<file path="src/rtl/dts_ram.sv">
// Generic single-write, single-read synchronous RAM with registered read data.
// No dependencies.
`default_nettype none
module dts_ram #(
    parameter int WIDTH = 8,
    parameter int DEPTH = 16,
    localparam int AW = (DEPTH > 1) ? $clog2(DEPTH) : 1
) (
    input  wire logic             i_clk,
    input  wire logic             i_we,
    input  wire logic [AW-1:0]    i_waddr,
    input  wire logic [WIDTH-1:0] i_wdata,
    input  wire logic [AW-1:0]    i_raddr,
    output logic      [WIDTH-1:0] o_rdata
);

    logic [WIDTH-1:0] r_mem [DEPTH];

    always_ff @(posedge i_clk) begin
        if (i_we) begin
            r_mem[i_waddr] <= i_wdata;
        end
        o_rdata <= r_mem[i_raddr];
    end

endmodule
`default_nettype wire

</file>
<file path="config.mk">
export PLATFORM = sky130hd
export DESIGN_NAME = dts_ram
export DESIGN_NICKNAME = d
export VERILOG_FILES = /design/src/rtl/dts_ram.sv
export SDC_FILE = /design/constraint.sdc
export NUM_CORES = 1
export LEC_CHECK = 0
export ABC_AREA = 1
export BUFFER_PORTS_ARGS = -buffer_cell sky130_fd_sc_hd__buf_4
export CORE_ASPECT_RATIO = 0.75
export CORE_UTILIZATION = 39
export CTS_BUF_LIST = sky130_fd_sc_hd__clkbuf_16
export DETAILED_ROUTE_END_ITERATION = 8
export PLACE_DENSITY = 0.54
export SETUP_SLACK_MARGIN = 0.15
export SYNTH_ARGS = -nofsm -noshare
export SYNTH_HDL_FRONTEND = slang
export SYNTH_SLANG_ARGS = --single-unit
</file>
<file path="constraint.sdc">
create_clock -name i_clk -period 1.6 [get_ports i_clk]
set_input_delay 0.24 -clock i_clk [delete_from_list [all_inputs] [get_ports i_clk]]
set_output_delay 0.24 -clock i_clk [all_outputs]
set_load 0.01 [all_outputs]
</file>
== After elaboration in Yosys (flattened, before gate mapping) ==
Memory sizes are Yosys's and may differ from the RTL's. A register that Yosys moved wholly into a read port is not among the register bits.
Index checks and enable logic that the tools add are counted.

* Register bits after elaboration: 0
* Memory bits (writable): 128
* Input port bits: 18
* Logic and storage cells: 3
* Memories: 1

{| class="wikitable"
|+ Memory list
! memory !! depth !! width !! read ports !! clocked after Yosys merged registers in !! wr ports !! line !! RTL
|-
| r_mem || 16 || 8 || 1 || 1 || 1 || 17 || <nowiki>logic [WIDTH-1:0] r_mem [DEPTH];</nowiki>
|}

* Mux-type cells: 2

{| class="wikitable"
|+ Operators with widths
! cell !! count
|-
| $mux 1 || 2
|}

== Longest topological paths before layout ==
Gate-level depths: netlist of the first run.

* Word-level depth: 2
* Mapped depth: 8
* Gate-level depth less buffers: 7

== Worst setup path after synthesis of the first run ==
Ideal clock, no wire load.

* Path kind: input to register
* From: input port i_waddr[2]
* To: memory r_mem[10][0], enable pin
* Setup time: 370 ps
* Arrival time: 821 ps
* Data required time: 1,230 ps
* Setup slack: 409 ps
* Cell stages on the path: 2
* Cell sequence: nand3b_1 > nor2_1

{| class="wikitable"
|+ RTL lines
! item !! line !! RTL
|-
| start, declared || 11 || <nowiki>input wire logic [AW-1:0] i_waddr,</nowiki>
|-
| end, declared || 17 ||
|}

Straight into the memory's write port.

== Worst setup path in the final report of the first run ==
* From: register o_rdata[6], read port of r_mem
* To: output port o_rdata[6]

{| class="wikitable"
|+ RTL lines
! item !! line !! RTL
|-
| start, declared || 14 || <nowiki>output logic [WIDTH-1:0] o_rdata</nowiki>
|}

No word-level cell between the ends.

==> results of run 1 <==
[layout make-up]
| type | instances | area, um2 |
|---|---|---|
| Fill cell | 1398 | 7660 |
| Tap cell | 200 | 250 |
| Clock inverter | 15 | 114 |
| Clock buffer | 17 | 425 |
| Sequential cell | 136 | 4000 |
| Inverter | 102 | 383 |
| Multi-Input combinational cell | 289 | 1210 |
| Timing Repair Buffer | 49 | 405 |
[cell families (layout without fill, tap and decap cells)]
| family | count (synthesis) | in the layout | synth area share [%] |
|---|---|---|---|
| buffers and inverters | 126 | 183 | 9.52 |
| AND/OR/NAND/NOR | 289 | 289 | 21.0 |
| flip-flops | 136 | 136 | 69.4 |
[state kept, by name (all words and copies together), names as in the netlist]
signal   count
o_rdata      8
r_mem      128
[through the flow]
step	instances	area (um2)	total power [W]	hold WS, ns
2_1_floorplan	551	5770	0.00437	0.339
3_3_place_gp	776	6260	0.00462	0.580
3_5_place_dp	776	6260	0.00462	0.584
4_1_cts	808	6800	0.00814	0.162
5_1_grt	808	6800	0.00836	0.192
6_report	808	6800	0.00810	0.168
[worst paths after layout]
check / from / end / cells past startpoint
hold / removal: i_raddr[3] / o_rdata[6]$_DFF_P_ / 3
setup reg to reg: r_mem[9][7]$_DFFE_PP_ / o_rdata[7]$_DFF_P_ / 6
setup / recovery: o_rdata[6]$_DFF_P_ / o_rdata[6] / 1
hold reg to reg: r_mem[14][4]$_DFFE_PP_ / o_rdata[4]$_DFF_P_ / 6
[layout by cell type (no fill, tap or decap)]
cell type,synthesis,routed
clkinvlp_4,0,5
buf_12,0,3
bufinv_16,0,1
nand3_1,97,97
clkbuf_16,0,17
nor2_1,17,17
inv_1,100,101
nand2_1,173,173
nand3b_1,2,2
clkinv_1,0,1
clkinv_2,0,6
dfxtp_1,8,8
clkinv_4,0,1
buf_4,4,46
inv_2,2,2
edfxtp_1,128,128
[power by group]
part,internal [W],switching [W]
sequential,0.00398,0.0000283
clock,0.00210,0.00145
combinational,0.000178,0.000353
total,0.00626,0.00183
[metal layers]
metal | GRT usage [%] | vias to the layer above
li1 | - | 1857
met1 | 30.0 | 1789
met2 | 27.3 | 139
met3 | 5.69 | 13
met4 | 5.99 | 0
met5 | 0 | -
[tightest hold or removal path, delay by kind of cell]
kind | cells | cell delay [ns]
buffers and inverters | 1 | 0.15
and+or+nand+nor | 2 | 0.15
==> metrics, run 1 <==
top achievable clock speed ~870 MHz; grt ovf 0; CP Buf/Inv Count 1; Syn. warnings 0; antenna-violating nets left 0; area grow syn2layout 17.8%; crit path max fanout 1; Placer Congestion 0.793; share of the synthesized area in the top cell type 66.7%; initial cell density of the core 39.9%; I/O Pins 26; CP max stage delay 0.37 ns; worst skew pair latency 0.41 ns; critical path launch point type register; Resized Gates After CTS 0; synth top area cells edfxtp_1 67%, nand2_1 11%, nand3_1 8.4%, inv_1 6.5%, dfxtp_1 2.8%; Distinct cells, synth 12; Clock Skew roughly 0.0065 ns; CTS sink cnt 136; H-tree depth 4; Setup CP Type register to output pin; Core Util, Final around 47%; final hold violation count 0; Via density between 4 and 5; vias 3798; initial antenna violation count 0; number of setup buffers added after CTS 0; Post-synth top cells 173 x nand2_1, 128 x edfxtp_1, 100 x inv_1; metal2 WL 5880 um; Post-Syn Instances 551; fin crit period roughly 1.2 ns; CP Data Arrival Time 0.91 ns; largest net degree at the start of global routing 65; TritonCTS Buffers 17; post-DR wirelength/cell 17.1 um; Fin Setup TNS 0 ns; die width 142 um; TritonRoute pass-1 iters 5; Mapped Area 0.00577 mm2; vias in the first global route between 3000 and 4000; Slew headroom 79.9%; FF+latch count, synth about 140; Total GRT Usage 19.9%; Site Rows 38; core area 0.0145 mm2; final setup margin 0.449 ns; outcome complete, no violations; CTS tree built; Die H roughly 110 um; Worst Tran Pin Value 0.301 ns; share of layout cells above drive strength 1 13.3%; CTS clk-pin slew, worst paths 0.05 ns; Root Buffer clkbuf_16; Static Leakage 2.93 nW; wl on met1 ~6700 um; crit-path cells buf_4; Crit-path slowest cell dfxtp_1; I/O Buffers 25; Setup-failing EPs final 0; Total Wirelength 13800 um; Cell Pwr Density 1190 mW/mm2; family with the most delay on the worst path flip-flops; RSZ-0062 raised after global routing no; Placement Setup Slack between 0.2 and 0.3 ns; Hold Crit Class input pin to register; syn avg cell area 10.5 um2; Max-Cap Viols 0; wire length of the first global-routing pass 21400 um; peak supply drop 0.817 mV; number of synthesized flops with an enable pin 128; Clock Path Buffers 2; CP required 1.36 ns; # DRC 0; Iter 0 DRT Violations 285; Top FF cell, synth edfxtp_1; syn_nets 569; cell with the most instances after synthesis nand2_1; # diodes 0; highest metal used met4; ys async rst share 0%; WL met3 1080 um; post-cts hold buffer count 0; R2R setup slack 0.58 ns; Final nets 613; Final Cycle Share between 70 and 80%; Slew Viols, Final 0; DIE AREA roughly 0.015 mm2; CP Capture Type output pin; post-synthesis sequential area ratio ~69%; largest area contributor in the netlist edfxtp_1; HPWL Detailed 8790 um
Note: power is estimated with default switching activity, not from simulation.
==> run 2: changes to the inputs <==
==> constraint.sdc (replaced) <==
create_clock -name i_clk -period 1.1 [get_ports i_clk]
set_input_delay 0.165 -clock i_clk [delete_from_list [all_inputs] [get_ports i_clk]]
set_output_delay 0.165 -clock i_clk [all_outputs]
set_load 0.01 [all_outputs]
==> run 2 against run 1 <==
  * Cell area rose by 11%
  * Combinational power rose by 90%
  * Core utilization grew 5.0 points
  * Largest cell class unchanged
  * Setup slack worse by 0.39 ns
  * Sequential cell count did not move
  * Sequential share of layout area shrank 5.5 points
  * Clock power rose by 72%
  * Via count up 0.68%
  * First-iteration DRC count is 11% lower
  * Clock-buffer cell count did not move
  * Register-to-register slack worse by 0.46 ns
==> metrics, run 2 (same netlist as run 1, synthesis figures left out) <==
initial cell density of the core 39.9%; die width ~140 um; RSZ-0062 raised after global routing yes; CTS tree built; share of power burned in registers 45.1%; register area ~0.004 mm2; Levels on crit path 1; crit-path cells buf_6; Worst Tran Pin Value around 0.6 ns; hold path depth 3; CP Data Arrival Time 0.88 ns; cell area after layout approximately 0.0075 mm2; Cell Pwr Density 1720 mW/mm2; CP Capture Type output pin; number of setup buffers added after CTS 0; Site Rows 38; Net Sw Frac 21.4%; outcome complete, no violations; post-cts hold buffer count 0; HPWL Detailed 8700 um; Final nets between 600 and 700; Hold Startpoint i_raddr[3]; Via density 4.66; Post-DP Area 0.00651 mm2; fill cell count 1265; Slew headroom between 60% and 70%; I/O Buffers 25; R2R setup slack 0.12 ns; Setup-failing EPs final 0; Reg2Reg Depth 6; vias in the first global route 3754; DIE AREA between 0.015 and 0.02 mm2; critical path startpoint o_rdata[0]$_DFF_P_; Total Wirelength 13700 um; wire length of the first global-routing pass 20800 um; Hold Crit Class input pin to register; fin crit period 1.04 ns; worst skew pair latency 0.42 ns; # diodes 0; Fin Setup TNS 0 ns; most common cell after layout, fill and taps aside nand2_1; TritonCTS Buffers 17; crit path max fanout 1; I/O Pins 26; top achievable clock speed roughly 960 MHz; sw power 0.00277 W; post-DR wirelength/cell around 17 um; area taken by multi-input logic gates 0.00159 mm2; peak supply drop 1.33 mV; family with the most delay on the worst path flip-flops; Static Leakage ~3.2 nW; Die H 107 um; largest net degree at the start of global routing 32; Slew Viols, Final 0; CTS clk-pin slew, worst paths about 0.060 ns; combinational share of power 7.8%; Placer Congestion 0.790; Largest regs r_mem x128, o_rdata x8; Root Buffer clkbuf_16; Final Cycle Share 95.0%; Power Total 0.0129 W; H-tree depth 4; CP Buf/Inv Count 1; Total GRT Usage between 10% and 20%; final hold violation count 0; Core Util, Final 52.0%; Max-Cap Viols 0; Internal Power 0.0102 W; TritonRoute pass-1 iters 5; Iter 0 DRT Violations around 260; CP max stage delay 0.36 ns; Biggest register r_mem; CTS sink cnt approximately 140; Worst Hold Endpoint o_rdata[4]$_DFF_P_; critical path launch point type register; share of layout cells above drive strength 1 28.7%; max FFs per register 128; Setup CP Type register to output pin; r2r startpoint r_mem[2][7]$_DFFE_PP_; FF-to-FF End o_rdata[7]$_DFF_P_; # DRC 0; CP required 0.94 ns; vias 3824; Clock Path Buffers 2; grt ovf 0; antenna-violating nets left 0; initial antenna violation count 0; commonest cells after routing, fill and taps aside 163 x nand2_1, 128 x edfxtp_1, 100 x inv_1; area grow syn2layout 30.3%; Clock Power Share 47.1%; Crit-path slowest cell dfxtp_2; core area 0.0145 mm2; Clock Skew between 0.007 and 0.008 ns
==> run 2: cell types whose count changed in the layout (fill, tap and decap cells not counted), moves of 6 or more <==
cell     change
buf_12       +9
buf_6        +8
dfxtp_1      -8
dfxtp_2      +8
nand2_1     -10
nand2_2     +10
nand3_1     -52
nand3_2     +46
nand3_4      +6
nor2_1      -16
nor2_2      +14
==> run 2: worst max path at each step <==
stage                                        end
after floorplan           r_mem[10][0]$_DFFE_PP_
after global placement    r_mem[14][3]$_DFFE_PP_
after detailed placement      o_rdata[3]$_DFF_P_
after CTS                             o_rdata[0]
after global routing                  o_rdata[0]
final                                 o_rdata[0]
==> run 2: power groups by stage <==
stage / registers [W] / clock network, W / logic (W)
floorplan: 0.00595 / 0 / 0.000422
global placement: 0.00593 / 0 / 0.000871
detailed placement: 0.00594 / 0 / 0.000876
CTS: 0.00584 / 0.00619 / 0.000941
global route: 0.00585 / 0.00638 / 0.00109
finish: 0.00584 / 0.00609 / 0.00101
==> run 2: worst reg2reg max path, delay by kind of cell (launching register included) <==
family                 cells  cell delay (ns)
buffers and inverters      1             0.07
and+or+nand+nor            5             0.39
DFF                        1             0.41
==> run 2: area by class of cell <==
class	count	share of cell area [%]
inverter	102	5.10
multi-input combinational	289	21.2
tap	200	3.33
sequential	136	53.4
clock buffer	17	5.66
timing repair buffer	61	8.49
clock inverter	15	2.78
==> run 2: through the flow <==
stage	setup slack [ns]	std cells	hold WS, ns
after floorplan	0.0614	551	0.264
after global routing	0.0255	820	0.0716
after CTS	0.0383	820	0.0538
final	0.0554	820	0.0858
after global placement	-0.119	788	0.488
after detailed placement	-0.125	788	0.490
==> run 2: repair_timing <==
action                     in CTS  in global routing
hold endpoints to repair        0                  0
setup endpoints to repair      15                 16
pin swaps                      22                 34
resized for setup              38                 47
==> run 2: layer usage <==
| metal | wire length, um | global-route usage, % | vias up |
|---|---|---|---|
| met5 | 0 | 0 | - |
| met4 | 133 | 6.45 | 0 |
| met3 | 795 | 5.78 | 11 |
| met2 | 6530 | 29.7 | 98 |
| met1 | 6250 | 26.1 | 1825 |
| li1 | - | - | 1890 |
